### src/rtl/crs_pkg.sv
// Shared types, register codes and constants of the climate relay scheduler.
`timescale 1ns / 1ps
`default_nettype none

package crs_pkg;

	// Register indexes on the configuration port
	localparam logic [2:0] REG_HUM_LOW    = 3'd0;
	localparam logic [2:0] REG_HUM_HIGH   = 3'd1;
	localparam logic [2:0] REG_FAN_ON     = 3'd2;
	localparam logic [2:0] REG_FAN_OFF    = 3'd3;
	localparam logic [2:0] REG_LIGHT_WIN  = 3'd4;
	localparam logic [2:0] REG_AUX_WIN    = 3'd5;
	localparam logic [2:0] REG_FOG_WIN    = 3'd6;
	localparam logic [2:0] REG_FOG_TIMING = 3'd7;

	// Reset values of the registers
	localparam logic [9:0]         RST_HUM_LOW    = 10'd600;
	localparam logic [9:0]         RST_HUM_HIGH   = 10'd800;
	localparam logic signed [11:0] RST_FAN_ON     = 12'sd300;
	localparam logic signed [11:0] RST_FAN_OFF    = 12'sd280;
	localparam logic [9:0]         RST_WINDOW     = 10'd648;
	localparam logic [23:0]        RST_FOG_TIMING = 24'd7682;

	// Time scale factors
	localparam logic [31:0] MS_PER_HOUR   = 32'd3600000;
	localparam logic [31:0] MS_PER_SECOND = 32'd1000;

	// Auto enable bit positions
	localparam int AUTO_FOG   = 0;
	localparam int AUTO_FAN   = 1;
	localparam int AUTO_LIGHT = 2;
	localparam int AUTO_AUX   = 3;

	typedef struct packed {
		logic [9:0]         hum_low;
		logic [9:0]         hum_high;
		logic signed [11:0] fan_on;
		logic signed [11:0] fan_off;
		logic [9:0]         light_win;
		logic [9:0]         aux_win;
		logic [9:0]         fog_win;
		logic [23:0]        fog_timing;
	} cfg_t;

	typedef struct packed {
		logic [31:0]        now_ms;
		logic [4:0]         hour_of_day;
		logic               clock_valid;
		logic               sensor_valid;
		logic [9:0]         humidity;
		logic signed [11:0] temperature;
		logic [3:0]         auto_enables;
	} tick_t;

	typedef struct packed {
		logic fog_write;
		logic fog_on;
		logic fan_write;
		logic fan_on;
		logic light_write;
		logic light_on;
		logic aux_write;
		logic aux_on;
		logic humidity_request;
		logic temperature_request;
	} result_t;

	// Hour window: active from on hour up to, not including, off hour
	function automatic logic in_window(input logic [4:0] hour, input logic [9:0] win);
		in_window = (hour >= win[4:0]) && (hour < win[9:5]);
	endfunction

endpackage

`default_nettype wire

### src/rtl/crs_cfg_regs.sv
// Configuration register file of the climate relay scheduler.
`timescale 1ns / 1ps
`default_nettype none

module crs_cfg_regs (
	input  wire logic          clk,
	input  wire logic          arst_n,
	input  wire logic          cfg_wr_en,
	input  wire logic [2:0]    cfg_index,
	input  wire logic [23:0]   cfg_wdata,
	output crs_pkg::cfg_t      cfg
);
	import crs_pkg::*;

	cfg_t cfg_q;

	// Decode the index and capture the write
	always_ff @(posedge clk or negedge arst_n) begin
		if (!arst_n) begin
			cfg_q.hum_low    <= RST_HUM_LOW;
			cfg_q.hum_high   <= RST_HUM_HIGH;
			cfg_q.fan_on     <= RST_FAN_ON;
			cfg_q.fan_off    <= RST_FAN_OFF;
			cfg_q.light_win  <= RST_WINDOW;
			cfg_q.aux_win    <= RST_WINDOW;
			cfg_q.fog_win    <= RST_WINDOW;
			cfg_q.fog_timing <= RST_FOG_TIMING;
		end else if (cfg_wr_en) begin
			unique case (cfg_index)
				REG_HUM_LOW:    cfg_q.hum_low    <= cfg_wdata[9:0];
				REG_HUM_HIGH:   cfg_q.hum_high   <= cfg_wdata[9:0];
				REG_FAN_ON:     cfg_q.fan_on     <= signed'(cfg_wdata[11:0]);
				REG_FAN_OFF:    cfg_q.fan_off    <= signed'(cfg_wdata[11:0]);
				REG_LIGHT_WIN:  cfg_q.light_win  <= cfg_wdata[9:0];
				REG_AUX_WIN:    cfg_q.aux_win    <= cfg_wdata[9:0];
				REG_FOG_WIN:    cfg_q.fog_win    <= cfg_wdata[9:0];
				REG_FOG_TIMING: cfg_q.fog_timing <= cfg_wdata;
				default: ;
			endcase
		end
	end

	assign cfg = cfg_q;

endmodule

`default_nettype wire

### src/rtl/crs_core.sv
// Per-tick relay decision logic and scheduler state of the climate relay scheduler.
`timescale 1ns / 1ps
`default_nettype none

module crs_core (
	input  wire logic          clk,
	input  wire logic          arst_n,
	input  wire crs_pkg::cfg_t cfg,
	input  wire crs_pkg::tick_t tick,
	input  wire logic          commit,
	output crs_pkg::result_t   res
);
	import crs_pkg::*;

	logic        fog_req_q, fan_req_q, light_prev_q, aux_prev_q;
	logic        fog_run_q, fog_prev_set_q;
	logic [31:0] fog_begin_q, fog_prev_run_q;

	logic        fog_req_d, fan_req_d, light_prev_d, aux_prev_d;
	logic        fog_run_d, fog_prev_set_d;
	logic [31:0] fog_begin_d, fog_prev_run_d;

	logic [31:0] interval, duration;
	logic [31:0] since_run, since_begin;
	logic        want_light, want_aux, fog_active, fog_start, fog_due;
	logic        light_en, aux_en, fog_en;

	// Scale the fog timing fields to milliseconds
	assign interval    = {24'd0, cfg.fog_timing[7:0]} * MS_PER_HOUR;
	assign duration    = {16'd0, cfg.fog_timing[23:8]} * MS_PER_SECOND;
	assign since_run   = tick.now_ms - fog_prev_run_q;
	assign since_begin = tick.now_ms - fog_begin_q;

	assign want_light = in_window(tick.hour_of_day, cfg.light_win);
	assign want_aux   = in_window(tick.hour_of_day, cfg.aux_win);
	assign fog_active = in_window(tick.hour_of_day, cfg.fog_win);

	assign light_en = tick.clock_valid && tick.auto_enables[AUTO_LIGHT];
	assign aux_en   = tick.clock_valid && tick.auto_enables[AUTO_AUX];
	assign fog_en   = tick.clock_valid && tick.auto_enables[AUTO_FOG];

	// Start a fog cycle; an unset last-run time counts as one interval ago
	assign fog_due   = !fog_prev_set_q || (since_run >= interval);
	assign fog_start = fog_en && fog_active && !fog_run_q && fog_req_d && fog_due;

	// Next state and result of this tick
	always_comb begin
		fog_req_d      = fog_req_q;
		fan_req_d      = fan_req_q;
		light_prev_d   = light_prev_q;
		aux_prev_d     = aux_prev_q;
		fog_run_d      = fog_run_q;
		fog_prev_set_d = fog_prev_set_q;
		fog_begin_d    = fog_begin_q;
		fog_prev_run_d = fog_prev_run_q;
		res            = '0;

		// Hysteresis requests
		if (!tick.sensor_valid) begin
			fog_req_d = 1'b0;
			fan_req_d = 1'b0;
		end else begin
			if (!fog_req_q) begin
				if (tick.humidity <= cfg.hum_low) fog_req_d = 1'b1;
			end else if (tick.humidity >= cfg.hum_high) begin
				fog_req_d = 1'b0;
			end
			if (!fan_req_q) begin
				if (tick.temperature >= cfg.fan_on) fan_req_d = 1'b1;
			end else if (tick.temperature <= cfg.fan_off) begin
				fan_req_d = 1'b0;
			end
		end

		// Light on window change
		if (light_en && (want_light != light_prev_q)) begin
			light_prev_d    = want_light;
			res.light_write = 1'b1;
			res.light_on    = want_light;
		end

		// Fog cycle scheduling
		if (fog_en) begin
			fog_prev_set_d = 1'b1;
			if (!fog_prev_set_q) fog_prev_run_d = tick.now_ms - interval;
			if (fog_active) begin
				if (fog_start) begin
					fog_begin_d    = tick.now_ms;
					fog_prev_run_d = tick.now_ms;
					res.fog_write  = 1'b1;
					res.fog_on     = 1'b1;
					fog_run_d      = 1'b1;
					// a zero duration ends the cycle in the same tick
					if (duration == 32'd0) begin
						res.fog_on = 1'b0;
						fog_run_d  = 1'b0;
					end
				end else if (fog_run_q && (since_begin >= duration)) begin
					res.fog_write = 1'b1;
					res.fog_on    = 1'b0;
					fog_run_d     = 1'b0;
				end
			end else if (fog_run_q) begin
				res.fog_write = 1'b1;
				res.fog_on    = 1'b0;
				fog_run_d     = 1'b0;
			end
		end

		// Fan follows its request
		if (tick.auto_enables[AUTO_FAN]) begin
			res.fan_write = 1'b1;
			res.fan_on    = fan_req_d;
		end

		// Aux on window change
		if (aux_en && (want_aux != aux_prev_q)) begin
			aux_prev_d    = want_aux;
			res.aux_write = 1'b1;
			res.aux_on    = want_aux;
		end

		res.humidity_request    = fog_req_d;
		res.temperature_request = fan_req_d;
	end

	// Commit the state when the tick moves to the result register
	always_ff @(posedge clk or negedge arst_n) begin
		if (!arst_n) begin
			fog_req_q      <= 1'b0;
			fan_req_q      <= 1'b0;
			light_prev_q   <= 1'b0;
			aux_prev_q     <= 1'b0;
			fog_run_q      <= 1'b0;
			fog_prev_set_q <= 1'b0;
			fog_begin_q    <= '0;
			fog_prev_run_q <= '0;
		end else if (commit) begin
			fog_req_q      <= fog_req_d;
			fan_req_q      <= fan_req_d;
			light_prev_q   <= light_prev_d;
			aux_prev_q     <= aux_prev_d;
			fog_run_q      <= fog_run_d;
			fog_prev_set_q <= fog_prev_set_d;
			fog_begin_q    <= fog_begin_d;
			fog_prev_run_q <= fog_prev_run_d;
		end
	end

endmodule

`default_nettype wire

### src/rtl/climate_relay_scheduler_unit.sv
// Top level of the climate relay scheduler: input register, decision logic, result register.
//
//  channel  | handshake              | payload
//  ---------+------------------------+-----------------------------------------
//  in       | in_valid / in_ready    | now_ms .. auto_enables, one tick
//  out      | out_valid / out_ready  | relay write/value bits and requests
//  cfg      | cfg_wr_en              | cfg_index, cfg_wdata (no wait)
//
// One tick per cycle sustained while the output is not stalled; a tick passes
// through the input register and then the result register to the output.
// Scheduler state updates as a tick leaves the input register, so the next
// tick sees it. A stalled output holds both registers; in_ready drops only
// when the input register is full and cannot move on. Reset empties both
// stages and loads the register defaults.
`timescale 1ns / 1ps
`default_nettype none

module climate_relay_scheduler_unit (
	input  wire logic               clk,
	input  wire logic               arst_n,
	input  wire logic               in_valid,
	output logic                    in_ready,
	input  wire logic [31:0]        now_ms,
	input  wire logic [4:0]         hour_of_day,
	input  wire logic               clock_valid,
	input  wire logic               sensor_valid,
	input  wire logic [9:0]         humidity,
	input  wire logic signed [11:0] temperature,
	input  wire logic [3:0]         auto_enables,
	output logic                    out_valid,
	input  wire logic               out_ready,
	output logic                    fog_write,
	output logic                    fog_on,
	output logic                    fan_write,
	output logic                    fan_on,
	output logic                    light_write,
	output logic                    light_on,
	output logic                    aux_write,
	output logic                    aux_on,
	output logic                    humidity_request,
	output logic                    temperature_request,
	input  wire logic               cfg_wr_en,
	input  wire logic [2:0]         cfg_index,
	input  wire logic [23:0]        cfg_wdata
);
	import crs_pkg::*;

	cfg_t    cfg;
	tick_t   tick_s1;
	result_t res, res_s2;
	logic    valid_s1, valid_s2, advance;

	crs_cfg_regs u_cfg (
		.clk       (clk),
		.arst_n    (arst_n),
		.cfg_wr_en (cfg_wr_en),
		.cfg_index (cfg_index),
		.cfg_wdata (cfg_wdata),
		.cfg       (cfg)
	);

	// Move the tick on when the result register is free or drains
	assign advance  = valid_s1 && (!valid_s2 || out_ready);
	assign in_ready = !valid_s1 || advance;

	// Input register
	always_ff @(posedge clk or negedge arst_n) begin
		if (!arst_n) begin
			valid_s1 <= 1'b0;
		end else if (in_ready) begin
			valid_s1 <= in_valid;
		end
	end

	always_ff @(posedge clk) begin
		if (in_ready && in_valid) begin
			tick_s1 <= '{now_ms, hour_of_day, clock_valid, sensor_valid,
				humidity, temperature, auto_enables};
		end
	end

	crs_core u_core (
		.clk    (clk),
		.arst_n (arst_n),
		.cfg    (cfg),
		.tick   (tick_s1),
		.commit (advance),
		.res    (res)
	);

	// Result register
	always_ff @(posedge clk or negedge arst_n) begin
		if (!arst_n) begin
			valid_s2 <= 1'b0;
		end else if (!valid_s2 || out_ready) begin
			valid_s2 <= valid_s1;
		end
	end

	always_ff @(posedge clk) begin
		if (advance) res_s2 <= res;
	end

	assign out_valid           = valid_s2;
	assign fog_write           = res_s2.fog_write;
	assign fog_on              = res_s2.fog_on;
	assign fan_write           = res_s2.fan_write;
	assign fan_on              = res_s2.fan_on;
	assign light_write         = res_s2.light_write;
	assign light_on            = res_s2.light_on;
	assign aux_write           = res_s2.aux_write;
	assign aux_on              = res_s2.aux_on;
	assign humidity_request    = res_s2.humidity_request;
	assign temperature_request = res_s2.temperature_request;

endmodule

`default_nettype wire
### config.mk
export PLATFORM = sky130hd
export DESIGN_NAME = climate_relay_scheduler_unit
export DESIGN_NICKNAME = d
export VERILOG_FILES = /design/src/rtl/crs_pkg.sv /design/src/rtl/crs_cfg_regs.sv /design/src/rtl/crs_core.sv /design/src/rtl/climate_relay_scheduler_unit.sv
export SDC_FILE = /design/constraint.sdc
export NUM_CORES = 1
export LEC_CHECK = 0
export BUFFER_PORTS_ARGS = -buffer_cell sky130_fd_sc_hd__buf_2
export CORE_MARGIN = 2
export CORE_UTILIZATION = 50
export DETAILED_ROUTE_END_ITERATION = 16
export GPL_ROUTABILITY_DRIVEN = 1
export PLACE_DENSITY = 0.66
export REMOVE_ABC_BUFFERS = 1
export SLEW_MARGIN = 20
export SYNTH_ARGS = -nofsm -noshare
export SYNTH_HDL_FRONTEND = slang
export SYNTH_HIERARCHICAL = 1
export SYNTH_SLANG_ARGS = --single-unit
export TNS_END_PERCENT = 100
### constraint.sdc
create_clock -name clk -period 10 [get_ports clk]
set_input_delay 0.5 -clock clk [delete_from_list [all_inputs] [get_ports clk]]
set_output_delay 0.5 -clock clk [all_outputs]
set_load 0.02 [all_outputs]
======== Word level (Yosys, flattened, before mapping) ========
Index checks and enable logic that the tools add are counted.
Widths: inputs -> output; s select.
word-level totals
  register bits ........................... 245
  output and inout bits ................... 12
  logic and storage cells ................. 121
operators by class
  add/sub/neg operators ................... 3
  $mul .................................... 2
  order comparisons ....................... 12
  equality and inequality tests ........... 10
  muxes and demuxes ....................... 22
  reductions and logical operators ........ 37
operators with widths
  kind                   count
  $mux 32                3
  $sub 32x32->32         2
  $ge 32x26->1           1
  $ge 32x30->1           1
  $logic_not 32->1       1
  $sub 32x30->32         1
  $mul 16x7->23 const B  1
  $mul 8x15->23 const B  1
  $reduce_and 2->1       11
  $ge 5x5->1             3
  $logic_and 1x1->1      15
  $lt 5x5->1             3
  $mux 2                 7
  $eq 3x3->1 const B     4
  $ge 12x12->1           1
  $le 12x12->1           1
  $mux 1                 12
  $ge 10x10->1           1
  $le 10x10->1           1
  $eq 3x2->1 const B     2
  $logic_not 1->1        4
  $reduce_and 4->1       1
  $eq 3x1->1 const B     1
  $logic_not 3->1        1
  other kinds (4)        7

======== Logic depth before layout (Yosys ltp) ========
Gate-level depths: netlist of the first run.
  depth after elaboration ................. 8
  mapped depth ............................ 33
  mapped depth without buffers ............ 30

======== Cells and area by module ========
Netlist of the first run, hierarchy kept.
by module, submodules not included
  module                        times used  cells each  area an instance (sq um)  sequential area each (sq um)
  crs_core                      1           1814        15197.1                   1751.7
  crs_cfg_regs                  1           213         3747.3                    2487.4
  climate_relay_scheduler_unit  1           83          2356.0                    2302.2

======== Worst setup path before layout of the first run ========
Ideal clock, no wire load.
  path kind ............................... reg-to-reg
  start ................................... register u_cfg.cfg_q, in the netlist u_cfg/cfg[2]
  end ..................................... register res_s2, in the netlist fog_write, data pin
  library setup time ...................... 0.254 ns
  arrival time ............................ 7.022 ns
  data required time ...................... 9.746 ns
  path slack .............................. 2.724 ns
  cell stages (with the launch flop) ...... 33
  buffers on the path ..................... 3
  period minus slack after synthesis ...... 7.276 ns
  path through ............................ dfrtp_1 -> fa_1 -> ha_1 -> inv_1 -> fa_1 -> fa_1 -> inv_1 -> ha_1 -> a21o_1 -> a21oi_1 -> nor2b_1 -> o21a_1 -> o41ai_1 -> o2111a_1 -> o31ai_1 -> o21ai_0 -> nand2b_1 -> a21oi_1 -> xnor2_1 -> ha_1 -> a21oi_1 -> nand4_1 -> a2111oi_2 -> and3_1 -> a221oi_1 -> or3_1 -> a31o_4 -> o31a_1 -> buf_6 -> buf_2 -> buf_2 -> a21oi_1 -> nor2_1
on the way
  word-level cells in the longest chain between the ends .. 6
ends and longest elaborated chain
  item                  line                                 source
  from (decl)           crs_cfg_regs.sv:15                   cfg_t cfg_q;
  $mul 8x15->23         crs_core.sv:29                       assign interval = {24'd0, cfg.fog_timing[7:0]} * MS_PER_HOUR;
  $ge 32x30->1          crs_core.sv:43                       assign fog_due = !fog_prev_set_q || (since_run >= interval);
  $logic_or 1x1->1      crs_core.sv:43
  $logic_and 1x1->1     crs_core.sv:44                       assign fog_start = fog_en && fog_active && !fog_run_q && fog_req_d && fog_due;
  $mux 2                crs_core.sv:87                       if (fog_start) begin
  $mux 2                crs_core.sv:86                       if (fog_active) begin
  to (signal assigned)  climate_relay_scheduler_unit.sv:101  if (advance) res_s2 <= res;
  to (decl)             climate_relay_scheduler_unit.sv:50   result_t res, res_s2;
Every way passes these cells.
A chain may end at the register's enable or synchronous reset.

======== Worst setup path in the final report of the first run ========
  start ................................... register u_cfg.cfg_q, in the netlist u_cfg/cfg[2]
  end ..................................... register u_core.fog_prev_run_q[0]
on the way
  word-level cells in the longest chain between the ends .. 6
ends and longest elaborated chain
  item                  line             source
  $mul 8x15->23         crs_core.sv:29
  $ge 32x30->1          crs_core.sv:43
  $logic_or 1x1->1      crs_core.sv:43
  $logic_and 1x1->1     crs_core.sv:44
  $mux 32               crs_core.sv:87
  $mux 32               crs_core.sv:86
  to (signal assigned)  crs_core.sv:146  fog_prev_run_q <= fog_prev_run_d;
  to (decl)             crs_core.sv:17   logic [31:0] fog_begin_q, fog_prev_run_q;
Every way passes these cells.

==> PnR_summary.wiki, run 1 <==
{| class="wikitable"
! Metric !! Value
|-
| Result of the run || finished clean
|-
| Number of flops mapped to enable cells by yosys || 75
|-
| Sum of overflow across all layers after global routing || 0
|-
| Relative slew margins || 31.7%
|-
| Drt first pass iters || 7
|-
| # diodes || 0
|-
| CTS H-tree depth || 1
|-
| Area Overhead vs Synth || 9.46%
|-
| Dominant cell by count in the synthesized netlist || sky130_fd_sc_hd__inv_1
|-
| Placed wire-length estimate || 40,600 um
|-
| Port Buffers || 108
|-
| Wire length of the first global-routing pass || 83,800 um
|-
| Top cells by area, synth || sky130_fd_sc_hd__ha_1 (18%), sky130_fd_sc_hd__dfrtp_1 (17%), sky130_fd_sc_hd__edfxtp_1 (11%)
|-
| Number of vias in the routed layout || 15,800
|-
| Async SR Flop Fraction || 69.4%
|-
| Count of cell types in the netlist || 90
|-
| RSZ-0062 raised after global routing || false
|-
| Placement row count || 75
|-
| Core Footprint || 42,000 sq um
|-
| Average vias per placed instance || 5.69
|-
| Die Span Y || 210 um
|-
| Final slew viol count || 0
|-
| Bufs on Longest Clock Path || 3
|-
| Type of the worst min-delay path || in -> reg
|-
| Maximum number of pins on one net before global-route repair || 66
|-
| Critical path capture point type || flop
|-
| Die Wd || 210 um
|-
| Average cell area after synthesis || 10.1 sq um
|-
| WHS || 73.5 ps
|-
| Reg clk slew, reported paths || 70 ps
|-
| Slew at the pin closest to its max-slew limit || 1020 ps
|-
| Fin crit period || 8440 ps
|-
| Setup TNS after final layout || 0 ps
|-
| Cell type with the highest aggregate area in the netlist || sky130_fd_sc_hd__ha_1
|-
| Number of failing setup endpoints in the final timing report || 0
|-
| Share of layout cells above drive strength 1 || 15.2%
|-
| Total number of nets in the final design || 2,716
|-
| Number of DRC violations after detailed-routing iteration 0 || 958
|-
| Count of filler cells inserted in the layout || 3,707
|-
| Most used routing layer in global routing || met2
|-
| Share of the synthesized area in the top cell type || 17.7%
|-
| Cell at the slowest stage of the critical path || sky130_fd_sc_hd__o41ai_1
|-
| Number of instances in the placed design || 2,727
|-
| Synth cell count leaders || sky130_fd_sc_hd__inv_1 (336), sky130_fd_sc_hd__ha_1 (302), sky130_fd_sc_hd__dfrtp_1 (142)
|-
| Post-route DRC || 0
|-
| Slack of the worst reg-to-reg path || 1560 ps
|-
| Antenna violations before repair || 1
|-
| WL per Instance || 18.7 um
|-
| Clk Latency, worst-skew pair || 600 ps
|-
| FF+latch count, synth || 245
|-
| Bufs and invs on worst path || 2
|-
| Warning count from the yosys run || 6
|-
| Post-Syn Area || 21,300 sq um
|-
| Period utilisation layout || 84.4%
|-
| Setup crit start kind || flop
|-
| Final RePlAce weighted congestion || 0.926
|-
| Fraction of the yosys area taken by sequential cells || 30.7%
|-
| Root buffer selected by CTS || sky130_fd_sc_hd__clkbuf_16
|-
| Data arrival at the endpoint of the critical path || 8930 ps
|-
| Worst Skew || 54.9 ps
|-
| Clock buffer count from CTS || 28
|-
| Vias in the first global route || 16,200
|-
| Met2 capacity usage during global routing || 39.3%
|-
| Slowest stage delay, CP || 600 ps
|-
| Worst Path Required || 10,490 ps
|-
| Number of standard cells in the layout, taps in and fillers out || 2,780
|-
| Worst setup path class || reg -> reg
|-
| Max_cap viols || 0
|-
| Highest net fanout along the worst path || 22
|-
| ANT nets after route || 0
|-
| Total die area || 44,300 sq um
|-
| Boundary Pins || 109
|-
| Overall global routing resource usage || 23.7%
|-
| Met3 usage in global routing || 2.79%
|-
| Endpoints failing hold || 0
|-
| Initial core utilization || 50.7%
|-
| CTS tree || done
|-
| Commonest register cell after synthesis || sky130_fd_sc_hd__dfrtp_1
|-
| Kind of cell with the highest combined delay on the critical path || compound AO/OA/AOI/OAI gates
|-
| Number of gates given a new drive strength after cts || 0
|-
| Upper clock frequency limit || 0.118 GHz
|-
| GRT met1 Usage || 33.0%
|-
| Final wirelength || 51,900 um
|-
| CTS sink count || 245
|-
| Cell count after synthesis || 2,110
|}
[worst register-to-register path, delay by kind of cell (launching register included)]
family                   cells  cell delay (ps)
AO/OA/AOI/OAI               14             3830
adder cells (fa/ha/maj)      6             2460
AND/OR/NAND/NOR              5              920
flip-flops                   1              440
multiplexers                 1              410
XOR/XNOR                     1              220
buffers and inverters        2               90
[layout make-up]
type	instances	area, sq um	area share [%]
multi-input combinational	1492	13300	57.1
sequential	245	6540	28.1
inverter	337	1270	5.44
clock buffer	34	743	3.19
tap	539	674	2.89
timing repair buffer	115	602	2.58
clock inverter	18	184	0.789
[cell families after synthesis]
group,count (synthesis),share of synthesized area (%)
AOI/OAI and AO/OA,489,15.6
xor gates and xnor gates,99,4.07
adders and majority gates,400,27.0
buffers and inverters,373,6.95
DFF,245,30.7
muxes,115,6.07
and+or+nand+nor,389,9.69
[metrics by stage]
stage	area, sq um	setup slack (ps)	utilization, %
global placement	22400	1780	53.2
floorplan	21100	1780	-
detailed placement	22400	1590	53.2
CTS	23300	1590	55.4
global route	23300	1040	55.5
finish	23300	1560	55.5
[worst paths after layout]
kind / from / end / cells after the start
worst max-delay path: u_cfg/cfg[2] / u_core/fog_prev_run_q[0] / 29
worst min-delay path: auto_enables[1] / tick_s1[1] / 1
worst max register to register: u_cfg/cfg[2] / u_core/fog_prev_run_q[0] / 29
worst min register to register: tick_s1[1] / fan_write / 0
max in group asynchronous: arst_n / u_cfg/cfg[81] / 4
min in group asynchronous: arst_n / u_core/fog_begin_q[3] / 2
[routing by layer]
| metal | routed length (um) | share of wire, % |
|---|---|---|
| met4 | 1370 | 2.6 |
| met2 | 23800 | 46 |
| met3 | 2680 | 5.2 |
| met5 | 0 | 0 |
| met1 | 24100 | 46 |
[registers in the layout (all words and copies together), names as in the netlist]
signal and count:
u_core/fog_begin_q 32, u_core/fan_req_q 1, u_core/fog_run_q 1, out_valid 1
fog_on 1, valid_s1 1, aux_on 1, u_core/fog_prev_set_q 1
fan_on 1, temperature_request 1, aux_write 1, u_core/fog_prev_run_q 32
u_core/aux_prev_q 1, fan_write 1, u_core/light_prev_q 1, humidity_request 1
u_cfg/cfg 98, fog_write 1, tick_s1 65, u_core/fog_req_q 1
light_write 1, light_on 1
[placed cells by master, fill, tap and decap left out, drive strengths merged, types with 9 or more instances in the layout]
master	n
edfxtp	75
clkinv	9
nand2	77
dfrtp	142
nor2	73
buf	114
nand3	48
or2	9
nor2b	19
a31oi	12
clkbuf	34
nor3	24
a211o	11
dfstp	28
mux2	110
o311ai	13
o31ai	20
o21ai	91
o211ai	12
a211oi	14
or3	11
o21bai	13
a21oi	119
nor4	9
and3	23
o22ai	22
fa	98
nand4	21
inv	341
o21a	27
ha	302
xnor2	50
nand2b	38
and2	12
xor2	49
a21o	66
[repair_timing]
action | in CTS | in global routing
hold buffers | 1 | 0
buffers inserted | 0 | 0
hold endpoints to repair | 61 | 0
Power of run 1 is not shown: default switching activity piles up to over one toggle a cycle in this logic, so the estimate is an artifact.
==> inputs of run 2 (changes only) <==
==> constraint.sdc (replaced) <==
create_clock -name clk -period 8.8 [get_ports clk]
set_input_delay 0.44 -clock clk [delete_from_list [all_inputs] [get_ports clk]]
set_output_delay 0.44 -clock clk [all_outputs]
set_load 0.02 [all_outputs]
==> run 2 against run 1 <==
Compared with the run above: sequential share of layout area is 0.056 points lower; clock skew down 41 ps; critical path type unchanged; clock-buffer cell count is 7 higher; setup slack got worse by 970 ps; register-to-register slack worse by 970 ps; first-iteration DRC count shrank 0.21%; critical endpoint is now u_core/fog_prev_run_q[8].
==> PnR_summary.wiki, run 2 (synthesized netlist as in run 1, its figures left out) <==
{| class="wikitable"
! Metric !! Value
|-
| Result of the run || finished clean (unchanged)
|-
| Slowest stage delay, CP || 550 ps (was 600 ps)
|-
| Die Wd || 210 um (unchanged)
|-
| Commonest non-fill, non-tap cell in the layout || sky130_fd_sc_hd__inv_1 (unchanged)
|-
| Final RePlAce weighted congestion || 0.966 (was 0.926)
|-
| Kind of cell with the highest combined delay on the critical path || compound AO/OA/AOI/OAI gates (unchanged)
|-
| Critical path capture point type || flop (unchanged)
|-
| Post-route DRC || 0 (unchanged)
|-
| Endpoint with the worst hold slack || tick_s1[30] (was tick_s1[1])
|-
| Cell at the slowest stage of the critical path || sky130_fd_sc_hd__o41ai_1 (unchanged)
|-
| Number of DRC violations after detailed-routing iteration 0 || 956 (was 958)
|-
| Worst Skew || 14.2 ps (was 54.9 ps)
|-
| Core Footprint || 42,000 sq um (unchanged)
|-
| Reg2reg end || u_core/fog_prev_run_q[8] (was u_core/fog_prev_run_q[0])
|-
| Sum of overflow across all layers after global routing || 0 (unchanged)
|-
| Count of filler cells inserted in the layout || 3,700 (was 3,707)
|-
| Highest-count cells in the layout ignoring fill and taps || sky130_fd_sc_hd__inv_1 (336), sky130_fd_sc_hd__ha_1 (302), sky130_fd_sc_hd__dfrtp_1 (142), sky130_fd_sc_hd__a21oi_1 (114), sky130_fd_sc_hd__mux2_2 (109) (unchanged)
|-
| Final wirelength || 51,900 um (about the same)
|-
| Setup TNS after final layout || 0 ps (unchanged)
|-
| Type of the worst min-delay path || in -> reg (unchanged)
|-
| Max reg flops || 98 (unchanged)
|-
| Slew at the pin closest to its max-slew limit || 1020 ps (about the same)
|-
| CTS sink count || 245 (unchanged)
|-
| Share of layout cells above drive strength 1 || 15.3% (was 15.2%)
|-
| WHS || 34.1 ps (was 73.5 ps)
|-
| ANT nets after route || 0 (unchanged)
|-
| Total die area || 44,300 sq um (unchanged)
|-
| Drt first pass iters || 7 (unchanged)
|-
| Data arrival at the endpoint of the critical path || 8730 ps (was 8930 ps)
|-
| Number of failing setup endpoints in the final timing report || 0 (unchanged)
|-
| Relative slew margins || 32.0% (was 31.7%)
|-
| Port Buffers || 108 (unchanged)
|-
| Placement row count || 75 (unchanged)
|-
| Average vias per placed instance || 5.72 (was 5.69)
|-
| Antenna violations before repair || 1 (unchanged)
|-
| Bufs on Longest Clock Path || 3 (unchanged)
|-
| Number of vias in the routed layout || 15,900 (was 15,800)
|-
| Setup crit start kind || flop (unchanged)
|-
| Final slew viol count || 0 (unchanged)
|-
| Period utilisation layout || 93.3% (was 84.4%)
|-
| Overall global routing resource usage || 23.5% (was 23.7%)
|-
| Wire length of the first global-routing pass || 83,100 um (was 83,800 um)
|-
| CTS tree || done (unchanged)
|-
| CTS H-tree depth || 1 (unchanged)
|-
| Depth of the worst hold-timing path || 1 (unchanged)
|-
| Worst setup path class || reg -> reg (unchanged)
|-
| Upper clock frequency limit || 0.122 GHz (was 0.118 GHz)
|-
| Multi-input combinational cell area || 13,300 sq um (about the same)
|-
| Placed wire-length estimate || 40,500 um (was 40,600 um)
|-
| Fin crit period || 8210 ps (was 8440 ps)
|-
| # diodes || 0 (unchanged)
|-
| Boundary Pins || 109 (unchanged)
|-
| Clock buffer count from CTS || 29 (was 28)
|-
| Total number of nets in the final design || 2,720 (was 2,716)
|-
| RSZ-0062 raised after global routing || false (unchanged)
|-
| Max_cap viols || 0 (unchanged)
|-
| Vias in the first global route || 15,800 (was 16,200)
|-
| Worst Path Required || 9310 ps (was 10,490 ps)
|-
| Bufs and invs on worst path || 3 (was 2)
|-
| Endpoints failing hold || 0 (unchanged)
|-
| Worst r2r path cells || 30 (was 29)
|-
| Clk Latency, worst-skew pair || 580 ps (was 600 ps)
|-
| Maximum number of pins on one net before global-route repair || 66 (unchanged)
|-
| WL per Instance || 18.6 um (was 18.7 um)
|-
| Highest net fanout along the worst path || 20 (was 22)
|-
| Initial core utilization || 50.7% (unchanged)
|-
| Die Span Y || 210 um (unchanged)
|-
| Slack of the worst reg-to-reg path || 590 ps (was 1560 ps)
|-
| Root buffer selected by CTS || sky130_fd_sc_hd__clkbuf_16 (unchanged)
|-
| Worst reg2reg path startpoint || u_cfg/cfg[2] (unchanged)
|-
| Storage cell area || 6540 sq um (unchanged)
|-
| Area Overhead vs Synth || 9.68% (was 9.46%)
|-
| Reg clk slew, reported paths || 60 ps (was 70 ps)
|-
| Min-Delay Startpoint || hour_of_day[2] (was auto_enables[1])
|}
[run 2: cell count changes in the layout (fill, tap and decap cells not counted), sizes merged]
cell / previous run / this run
clkbuf: 34 / 41
clkinv: 9 / 7
buf: 114 / 117
clkinvlp: 3 / 1
inv: 341 / 340
[run 2: worst max path at each step]
stage | start | endpoint | slack [ps] | cells after the start
global route | u_cfg/cfg[2] | u_core/fog_prev_run_q[1] | 170 | 30
CTS | u_cfg/cfg[2] | u_core/fog_prev_run_q[8] | 630 | 30
global placement | u_cfg/cfg[2] | u_core/fog_prev_run_q[0] | 800 | 29
detailed placement | u_cfg/cfg[2] | u_core/fog_prev_run_q[0] | 660 | 29
finish | u_cfg/cfg[2] | u_core/fog_prev_run_q[8] | 590 | 30
floorplan | u_cfg/cfg[2] | u_core/fog_prev_run_q[17] | 580 | 29
[run 2: per-layer routing]
layer,track usage (%),vias to the layer above,part of all wire [%]
met2,38.4,391,45
li1,-,7694,-
met5,0,-,0
met3,3.43,90,5.3
met1,33.0,7759,47
met4,6.31,0,2.8
[run 2: metrics by stage]
stage                     cell area [sq um]  setup WS, ps  utilization, %  std cells
after floorplan                       21100           578               -       2074
after global placement                22400           798            53.3       2730
after detailed placement              22400           661            53.3       2730
after CTS                             23400           627            55.6       2785
after global routing                  23400           173            55.6       2785
final                                 23400           585            55.6       2785
[run 2: cell type report]
class,instances,area share (%)
clock inverters,13,0.616
repair buffers,118,2.67
multi-input cells,1492,56.9
inverters,337,5.43
well taps,539,2.89
clock buffers,41,3.48
flip-flops and latches,245,28.0
[run 2: timing repair]
item                      CTS  global route
resized for setup           0             0
setup buffers               0             0
hold endpoints to repair   60             0
hold buffers                1             0
[run 2: worst register-to-register path, delay by kind of cell (launching register included)]
kind            cells  cell delay (ps)
compound gates     13             3160
xor+xnor            1              200
fa+ha+maj           6             2470
buf+inv             3              380
flops               1              450
simple gates        7             1500
Power of run 2 is left out for the same reason.
